### src/rtl/gof_pkg.sv
// shared types and constants for the goodness-of-fit chi-square / r2 unit
// no dependencies
package gof_pkg;

  localparam int unsigned DataW = 32;
  localparam int unsigned AccW  = 64;
  localparam int unsigned SumW  = 48;
  localparam int unsigned R2W   = 17;
  localparam int unsigned CntW  = 10;
  localparam int unsigned R2Frac = 16;
  localparam logic [DataW-1:0] FloorReset = 32'd66;
  localparam logic [AccW-1:0] Mask48 = 64'h0000_FFFF_FFFF_FFFF;

  typedef enum logic [0:0] {
    REG_EXPECTED_FLOOR = 1'b0
  } reg_idx_e;

  // divider operand selection
  typedef enum logic [1:0] {
    DSEL_CHI  = 2'd0,
    DSEL_CORR = 2'd1,
    DSEL_R2   = 2'd2
  } dsel_e;

  typedef struct packed {
    logic  accum;      // latch pair and compute squares
    logic  add;        // add squares into accumulators
    logic  mul_start;  // start squaring of the observed sum
    logic  div_start;
    dsel_e div_sel;
    logic  chi_add;    // add quotient into chi accumulator
    logic  tss_calc;   // form tss from correction quotient
    logic  r2_prep;    // normalize tss / tss-rss
    logic  r2_done;    // take r2 quotient
    logic  emit;
    logic  clear;
  } gof_cmd_t;

  typedef struct packed {
    logic div_busy;
    logic mul_busy;
    logic chi_needed;
    logic count_full;
    logic count_zero;
    logic tss_zero;
    logic rss_ge_tss;
    logic norm_done;
  } gof_sts_t;

endpackage

### src/rtl/gof_ctrl.sv
// sequencer: accumulate pair, chi division, final tss and r2 divisions
// depends on gof_pkg
module gof_ctrl (
  input  logic              clk_i,
  input  logic              rst_ni,
  input  logic              in_valid_i,
  output logic              in_ready_o,
  input  logic              last_pair_i,
  output logic              out_valid_o,
  input  logic              out_ready_i,
  output gof_pkg::gof_cmd_t cmd_o,
  input  gof_pkg::gof_sts_t sts_i
);
  import gof_pkg::*;

  typedef enum logic [10:0] {
    S_IDLE   = 11'b000_0000_0001,
    S_ADD    = 11'b000_0000_0010,
    S_CHI    = 11'b000_0000_0100,
    S_CHIW   = 11'b000_0000_1000,
    S_CHECK  = 11'b000_0001_0000,
    S_MULW   = 11'b000_0010_0000,
    S_CORRW  = 11'b000_0100_0000,
    S_TSS    = 11'b000_1000_0000,
    S_NORM   = 11'b001_0000_0000,
    S_R2W    = 11'b010_0000_0000,
    S_OUT    = 11'b100_0000_0000
  } state_e;

  state_e state_q, state_d;
  logic   last_q, last_d;
  logic   wait_q, wait_d;

  always_comb begin
    state_d = state_q;
    last_d  = last_q;
    wait_d  = 1'b0;
    cmd_o   = '0;
    cmd_o.div_sel = DSEL_CHI;
    in_ready_o  = (state_q == S_IDLE);
    out_valid_o = (state_q == S_OUT);
    case (state_q)
      S_IDLE: begin
        if (in_valid_i) begin
          last_d = last_pair_i;
          if (sts_i.count_full) begin
            state_d = last_pair_i ? S_CHECK : S_IDLE;
          end else begin
            cmd_o.accum = 1'b1;
            state_d = S_ADD;
          end
        end
      end
      S_ADD: begin
        cmd_o.add = 1'b1;
        state_d = S_CHI;
      end
      S_CHI: begin
        if (sts_i.chi_needed) begin
          cmd_o.div_start = 1'b1;
          state_d = S_CHIW;
          wait_d = 1'b1;
        end else begin
          state_d = last_q ? S_CHECK : S_IDLE;
        end
      end
      S_CHIW: begin
        if (!wait_q && !sts_i.div_busy) begin
          cmd_o.chi_add = 1'b1;
          state_d = last_q ? S_CHECK : S_IDLE;
        end
      end
      S_CHECK: begin
        cmd_o.mul_start = 1'b1;
        state_d = S_MULW;
      end
      S_MULW: begin
        cmd_o.div_sel = DSEL_CORR;
        if (!sts_i.mul_busy) begin
          cmd_o.div_start = !sts_i.count_zero;
          wait_d  = 1'b1;
          state_d = S_CORRW;
        end
      end
      S_CORRW: begin
        cmd_o.div_sel = DSEL_CORR;
        if (!wait_q && !sts_i.div_busy) begin
          cmd_o.tss_calc = 1'b1;
          state_d = S_TSS;
        end
      end
      S_TSS: begin
        if (sts_i.tss_zero || sts_i.rss_ge_tss) begin
          state_d = S_OUT;
        end else begin
          cmd_o.r2_prep = 1'b1;
          state_d = S_NORM;
        end
      end
      S_NORM: begin
        cmd_o.div_sel = DSEL_R2;
        if (sts_i.norm_done) begin
          cmd_o.div_start = 1'b1;
          wait_d  = 1'b1;
          state_d = S_R2W;
        end else begin
          cmd_o.r2_prep = 1'b1;
        end
      end
      S_R2W: begin
        cmd_o.div_sel = DSEL_R2;
        if (!wait_q && !sts_i.div_busy) begin
          cmd_o.r2_done = 1'b1;
          state_d = S_OUT;
        end
      end
      S_OUT: begin
        if (out_ready_i) begin
          cmd_o.emit  = 1'b1;
          cmd_o.clear = 1'b1;
          state_d = S_IDLE;
        end
      end
      default: begin
        state_d = S_IDLE;
      end
    endcase
  end

  always_ff @(posedge clk_i or negedge rst_ni) begin
    if (!rst_ni) begin
      state_q <= S_IDLE;
      last_q  <= 1'b0;
      wait_q  <= 1'b0;
    end else begin
      state_q <= state_d;
      last_q  <= last_d;
      wait_q  <= wait_d;
    end
  end

  a_onehot : assert property (@(posedge clk_i) disable iff (!rst_ni)
    $onehot(state_q))
    else $error("state not one-hot");
  a_out_hold : assert property (@(posedge clk_i) disable iff (!rst_ni)
    (out_valid_o && !out_ready_i) |=> out_valid_o)
    else $error("result dropped");
  a_no_overlap : assert property (@(posedge clk_i) disable iff (!rst_ni)
    !(in_ready_o && out_valid_o))
    else $error("request taken while result pending");
  a_start_idle : assert property (@(posedge clk_i) disable iff (!rst_ni)
    cmd_o.div_start |-> !sts_i.div_busy)
    else $error("divider restarted while busy");

endmodule

### config.mk
export PLATFORM = sky130hd
export DESIGN_NAME = gof_ctrl
export DESIGN_NICKNAME = d
export VERILOG_FILES = /design/src/rtl/gof_pkg.sv /design/src/rtl/gof_ctrl.sv
export SDC_FILE = /design/constraint.sdc
export NUM_CORES = 1
export LEC_CHECK = 0
export ABC_AREA = 1
export BUFFER_PORTS_ARGS = -buffer_cell sky130_fd_sc_hd__buf_2
export CAP_MARGIN = 40
export CORE_MARGIN = 1
export CORE_UTILIZATION = 45
export CTS_CLUSTER_DIAMETER = 120
export DETAILED_ROUTE_END_ITERATION = 6
export GPL_TIMING_DRIVEN = 0
export HOLD_SLACK_MARGIN = 0.12
export MAX_ROUTING_LAYER = met4
export PLACE_DENSITY_LB_ADDON = 0.2
export REMOVE_ABC_BUFFERS = 1
export SLEW_MARGIN = 20
export SYNTH_ARGS = -nofsm -noshare
export SYNTH_HDL_FRONTEND = slang
export SYNTH_SLANG_ARGS = --single-unit
### constraint.sdc
create_clock -name clk_i -period 1.88 [get_ports clk_i]
set_input_delay 0 -clock clk_i [delete_from_list [all_inputs] [get_ports clk_i]]
set_output_delay 0 -clock clk_i [all_outputs]
set_load 0.02 [all_outputs]
==> results by group, run 1 <==
Setup path
  – Endpoint class of the critical path: primary output
  – FF-to-FF End: state_q[8]
  – Capture point of the worst path: cmd_o[8]
  – Delay of the slowest cell on the worst path: approximately 0.43 ns
  – Critical path launch point type: flop
  – Flop2flop setup slack: about 0.1 ns
  – FF-to-FF path depth: 6
  – Type of the worst setup path: reg2out
  – Gate family responsible for the most delay along the worst path: simple AND/OR/NAND/NOR gates
  – Stages on the worst setup path: 7
  – Max Fanout on Critical Path: 5
  – Data required time of the worst path: 1.88 ns
  – Signal arrival time at the worst endpoint: 1.79 ns
  – Critical path buffers and inverters: 1
  – Library cell appearing most often on the critical path: sky130_fd_sc_hd__nor2_4
  – Critical Path, Cell by Cell: nor2_4 > nand2_4 > nor2_4 > nand2_1 > or2_1 > o21ai_1 > buf_2
  – Max stage delay cell, worst path: sky130_fd_sc_hd__dfrtp_1
  – Crit. Startpoint: state_q[2]
  – Worst reg2reg path startpoint: state_q[2]

Pwr
  – Peak supply drop: 0.963 mV
  – Switching Fraction: 0.506
  – Portion of total power attributed to sequential cells: 0.250
  – Switching power: 791 uW
  – Power density relative to cell area: about 1200 nW/um2
  – Logic gate share of total power: 0.632
  – Clock network fraction of design power: 0.118
  – Internal power: 774 uW
  – Leak: 0.000822 uW

Final layout
  – Most frequent cells in the layout: 32 x sky130_fd_sc_hd__nand2_1, 27 x sky130_fd_sc_hd__inv_1, 26 x sky130_fd_sc_hd__buf_2
  – Most common cell after layout, fill and taps aside: sky130_fd_sc_hd__nand2_1
  – Layout Nets: 197
  – Layout Cells excl Fill: roughly 210
  – Post-route core utilization: 0.609
  – Final antenna diode count: 0
  – Layout cells sized above 1: 0.333
  – Area Overhead vs Synth: 28.2%

Timing
  – Total of endpoints with negative setup slack in the final report: 0
  – Share of the clock period used by the worst path after layout: 0.951
  – Final period demand of the worst path: roughly 1.8 ns
  – Timing-limited maximum frequency: 559 MHz
  – Clk_skew: 0.00175 ns
  – Final worst slack: 0.0921 ns
  – Max-slew violation total from the final report: 0
  – Final-layout worst hold slack: 0.131 ns
  – Max_slew headroom: 0.782
  – Unrepaired setup endpoints after global routing: false
  – Pin slew with the least headroom to its limit: 0.326 ns
  – Count of endpoints failing hold in the final timing report: 0
  – Setup Total Neg Slack: 0 ns

Routing
  – Per-cell routed wire length: 11.3 um
  – DR vias: approximately 1000
  – Drt first-iter violations: 13
  – Post-Route WL: 2.38 mm
  – Drt first pass iters: 6
  – Number of routed nets with antenna violations: 0
  – Drt via density: 4.82
  – DRC Markers: 0

Placed design
  – Placer Congestion: 0.808
  – Worst Setup Slack post-DPL: 0.358 ns
  – Port buffer count: 26
  – Placed Cells: 196
  – Placed wire-length estimate: 1.91 mm

Yosys
  – Leading register cell type out of synthesis: sky130_fd_sc_hd__dfrtp_1
  – Distinct cell type count after synthesis: 27
  – Yosys top cell area share: 0.286
  – Async set-reset flop share out of synthesis: 1.00
  – Synthesis-stage register bit count: 13
  – Sequential cell area fraction in the yosys report: 0.311
  – Count of flip-flops with a built-in enable after synthesis: 0
  – Number of cells produced by synthesis: 143
  – Synth top area cells: sky130_fd_sc_hd__dfrtp_1 29%, sky130_fd_sc_hd__nand2_1 11%, sky130_fd_sc_hd__inv_1 9.6%, sky130_fd_sc_hd__nand2_4 6.4%, sky130_fd_sc_hd__nor2_1 5.7%
  – Number of synthesis warnings: 0
  – Syn Std Cell Area: 1050 um2
  – Leading area contributor after synthesis: sky130_fd_sc_hd__dfrtp_1
  – Synth Area per Inst: 7.35 um2

Global routing
  – GRT Resource Usage Total: 0.221
  – Initial antenna violation count: 0
  – Met3 Use GR: 0.0364
  – Via count of the first global-routing pass: 971
  – Pin count of the biggest net entering global routing: 14
  – First-pass GRT wire length: 4.00 mm
  – GRT overflow: 0
  – Fraction of met1 tracks used by global routing: 0.236
  – Met2 global-route usage: 0.382
  – Busiest layer in global routing: met2

Clock network
  – Clock slew seen by the registers of the worst setup and hold paths: 0.08 ns
  – H-tree depth reported by CTS: 1
  – Insertion delay to the later sink of the worst-skew pair: around 0.29 ns
  – TritonCTS Sinks: 13
  – Deepest clock path buffer count: 2
  – Clock tree from TritonCTS: built
  – Clock buffer count from CTS: 3
  – CTS root buffer: sky130_fd_sc_hd__clkbuf_4

Floorplan
  – Core area: 2210 um2
  – Starting density of the core: 0.475
  – Die boundary width: 50.3 um
  – Die Ht: 50.3 um
  – Die area: 2530 um2
  – Top-Level Pins: 27
  – Number of cell rows: 17

Min path
  – Tightest Hold Check Type: in2async

Status
  – Outcome: finished clean

Flow run
  – Number of max-cap violations: 0
power groups by stage:
stage / combinational, uW / clock [uW] / sequential [uW]
2_1_floorplan: 771 / 0 / 385
3_3_place_gp: 935 / 0 / 389
3_5_place_dp: 958 / 0 / 394
4_1_cts: 975 / 187 / 389
5_1_grt: 1090 / 204 / 397
6_report: 990 / 185 / 391
repair_timing:
action,in CTS,in global routing
hold buffers,10,0
resized for setup,0,1
endpoints found under the setup margin,0,2
setup buffers,0,1
endpoints found under the hold margin,21,0
cell usage after synthesis (4+ instances only):
cell type,number
sky130_fd_sc_hd__nor3_1,6
sky130_fd_sc_hd__inv_1,27
sky130_fd_sc_hd__nand2_2,5
sky130_fd_sc_hd__nand3_2,4
sky130_fd_sc_hd__nand2_1,32
sky130_fd_sc_hd__nand3_1,6
sky130_fd_sc_hd__nor2_2,6
sky130_fd_sc_hd__dfrtp_1,12
sky130_fd_sc_hd__nand2_4,6
sky130_fd_sc_hd__nor2_1,16
final cells by class:
cell class / instances / area (um2)
fillers: 211 / 865
multi-input cells: 101 / 612
flip-flops and latches: 13 / 327
repair buffers: 37 / 238
inverters: 28 / 110
well taps: 28 / 35.0
clock buffers: 4 / 26.3
per-stage QoR:
step / total power, uW / cell area [um2]
after floorplan: 1160 / 1040
after global placement: 1320 / 1210
after detailed placement: 1350 / 1210
after CTS: 1550 / 1340
after global routing: 1690 / 1350
final: 1570 / 1350
per-layer routing:
layer	share of wire	routed length, um
met1	0.44	1040
met2	0.51	1230
met3	0.024	57
met4	0.023	55
met5	0	0
worst min-delay path by stage:
stage	startpoint	endpoint	slack [ns]	cells after the start
after global routing	rst_ni	state_q[9]	0.16	2
after detailed placement	rst_ni	state_q[10]	-0.09	1
after floorplan	rst_ni	last_q	-0.30	0
after CTS	rst_ni	state_q[10]	0.12	2
final	rst_ni	state_q[10]	0.13	2
after global placement	rst_ni	state_q[8]	-0.09	1
kinds of logic after synthesis:
group / Yosys count / share of synthesized area
simple gates: 91 / 0.518
buf+inv: 29 / 0.112
flops: 13 / 0.311
compound gates: 10 / 0.0595
state kept, by name, indices dropped and copies added (netlist names):
signal and cells:
wait_q 1, last_q 1, state_q 11
worst register-to-register path: cells and delay by family, from the launching register on:
| family | cells | cell delay (ns) |
|---|---|---|
| AND/OR/NAND/NOR | 4 | 0.52 |
| flip-flops | 1 | 0.43 |
| buffers and inverters | 1 | 0.57 |
| AO/OA/AOI/OAI | 1 | 0.20 |
No activity file was read; power rests on OpenSTA's default activity.
==> inputs of run 2 (changes only) <==
--- a/config.mk
+++ b/config.mk
@@ -16,7 +16,7 @@
 export HOLD_SLACK_MARGIN = 0.12
 export MAX_ROUTING_LAYER = met4
 export PLACE_DENSITY_LB_ADDON = 0.2
-export REMOVE_ABC_BUFFERS = 1
+export SETUP_SLACK_MARGIN = 0.1
 export SLEW_MARGIN = 20
 export SYNTH_ARGS = -nofsm -noshare
 export SYNTH_HDL_FRONTEND = slang
==> run 2 against run 1 <==
  * Via count grew 1.5%
  * Clock power is essentially flat
  * Global-route usage shrank 0.77 points
  * Setup slack gained 0.057 ns
  * Die area is the same
  * First-iteration DRC count grew to 2.8 times the previous value
==> results by group, run 2 (synthesized netlist as in run 1, its figures left out) <==
Status
  – Outcome: finished clean

Placed design
  – Placed wire-length estimate: roughly 1.8 mm
  – Port buffer count: 26
  – Placer Congestion: just under 0.8

Timing
  – Final period demand of the worst path: ~1.7 ns
  – Total of endpoints with negative setup slack in the final report: 0
  – Clk_skew: about 0.0039 ns
  – Share of the clock period used by the worst path after layout: 0.921
  – Setup Total Neg Slack: 0 ns
  – Max-slew violation total from the final report: 0
  – Timing-limited maximum frequency: 578 MHz
  – Final-layout worst hold slack: 0.129 ns
  – Count of endpoints failing hold in the final timing report: 0
  – Unrepaired setup endpoints after global routing: true
  – Pin slew with the least headroom to its limit: 0.315 ns
  – Max_slew headroom: 0.790

Routing
  – Drt via density: between 4 and 5
  – DR vias: 1031
  – Post-Route WL: roughly 2.4 mm
  – Number of routed nets with antenna violations: 0
  – Per-cell routed wire length: 11.3 um
  – DRC Markers: 0
  – Drt first pass iters: 4
  – Drt first-iter violations: 36

Clock network
  – TritonCTS Sinks: 13
  – Deepest clock path buffer count: 2
  – Insertion delay to the later sink of the worst-skew pair: between 0.2 and 0.3 ns
  – CTS root buffer: sky130_fd_sc_hd__clkbuf_4
  – H-tree depth reported by CTS: 1
  – Clock tree from TritonCTS: built
  – Clock slew seen by the registers of the worst setup and hold paths: 0.09 ns
  – Clock buffer count from CTS: 3

Setup path
  – Endpoint class of the critical path: primary output
  – Data required time of the worst path: 1.88 ns
  – Library cell appearing most often on the critical path: sky130_fd_sc_hd__nor2_4
  – Critical Path, Cell by Cell: nor2_4 > nand2_4 > nor2_4 > nand2_1 > or2_1 > o21ai_1 > buf_2
  – FF-to-FF End: state_q[4]
  – Capture point of the worst path: cmd_o[8]
  – Delay of the slowest cell on the worst path: 0.43 ns
  – Flop2flop setup slack: roughly 0.21 ns
  – Type of the worst setup path: reg2out
  – Max Fanout on Critical Path: 4
  – Worst reg2reg path startpoint: state_q[0]
  – Crit. Startpoint: state_q[2]
  – Max stage delay cell, worst path: sky130_fd_sc_hd__dfrtp_1
  – FF-to-FF path depth: 11
  – Critical path launch point type: flop
  – Signal arrival time at the worst endpoint: around 1.7 ns

Pwr
  – Leak: 0.000845 uW
  – Peak supply drop: 0.852 mV
  – Power density relative to cell area: 1140 nW/um2

Floorplan
  – Starting density of the core: 0.475
  – Die Ht: 50.3 um
  – Die area: between 2000 and 3000 um2
  – Top-Level Pins: 27
  – Core area: 2210 um2
  – Die boundary width: 50.3 um
  – Number of cell rows: 17

Final layout
  – Most common cell after layout, fill and taps aside: sky130_fd_sc_hd__nand2_1
  – Area Overhead vs Synth: 33.2%
  – Register with the most flip-flops: state_q
  – Layout Nets: roughly 200
  – Most frequent cells in the layout: 32 x sky130_fd_sc_hd__nand2_1, 27 x sky130_fd_sc_hd__inv_1, 26 x sky130_fd_sc_hd__buf_2
  – Layout cells sized above 1: 0.358
  – Leading registers by flop count: state_q x11, last_q x1, wait_q x1
  – Count of filler cells inserted in the layout: 213
  – Max reg flops: 11
  – Register Area: roughly 330 um2
  – Final antenna diode count: 0
  – Multi-input combinational cell area: 632 um2

Min path
  – Tightest Hold Check Type: in2async

Global routing
  – First-pass GRT wire length: 3.82 mm
  – Via count of the first global-routing pass: 921
  – GRT Resource Usage Total: 0.213
  – Initial antenna violation count: 0
  – GRT overflow: 0
  – Pin count of the biggest net entering global routing: 14

Yosys
  – Synthesized Nets: 156

Flow run
  – Number of max-cap violations: 0
run 2: per-layer routing:
| metal | global-route usage | wire, um | vias up |
|---|---|---|---|
| li1 | - | - | 525 |
| met1 | 0.259 | 1130 | 476 |
| met2 | 0.349 | 1180 | 25 |
| met3 | 0.0303 | 73 | 5 |
| met4 | 0.0972 | 43 | 0 |
| met5 | - | 0 | - |
run 2: area by class of cell:
cell class / count / area share
Multi-Input combinational cell: 101 / 0.451
Clock buffer: 4 / 0.0188
Sequential cell: 13 / 0.233
Tap cell: 28 / 0.0250
Timing Repair Buffer: 40 / 0.188
Inverter: 28 / 0.0786
Buffer: 1 / 0.00536
run 2: worst min path at each step:
stage / to / depth (start not counted)
6_report: state_q[5] / 2
5_1_grt: state_q[2] / 2
4_1_cts: state_q[5] / 2
3_5_place_dp: state_q[5] / 1
3_3_place_gp: state_q[5] / 1
2_1_floorplan: last_q / 0
run 2: per-stage QoR:
step | power, uW | utilization | cell area, um2 | cells | worst slack (ns)
after global routing | 1720 | 0.633 | 1400 | 215 | 0.0765
after global placement | 1320 | 0.550 | 1220 | 197 | 0.347
after detailed placement | 1340 | 0.550 | 1220 | 197 | 0.344
after CTS | 1560 | 0.617 | 1370 | 213 | 0.117
after floorplan | 1160 | - | 1050 | 143 | 0.414
final | 1600 | 0.633 | 1400 | 215 | 0.149
run 2: where the power goes:
group	switching, uW	internal [uW]	total, uW
Clock	101	82.5	183
Combinational	648	374	1020
Sequential	51.0	344	395
run 2: worst max-delay path, delay by kind of cell (launching register included):
| family | cells | cell delay [ns] |
|---|---|---|
| flip-flops | 1 | 0.43 |
| buffers and inverters | 1 | 0.17 |
| AO/OA/AOI/OAI | 1 | 0.12 |
| AND/OR/NAND/NOR | 5 | 0.72 |
run 2: what timing repair did:
item | CTS | global route
gates cloned | 0 | 0
endpoints found under the hold margin | 21 | 0
pin swaps | 1 | 1
buffers inserted | 1 | 2
resized for setup | 1 | 6
hold buffers | 11 | 0
setup endpoints to repair | 1 | 4
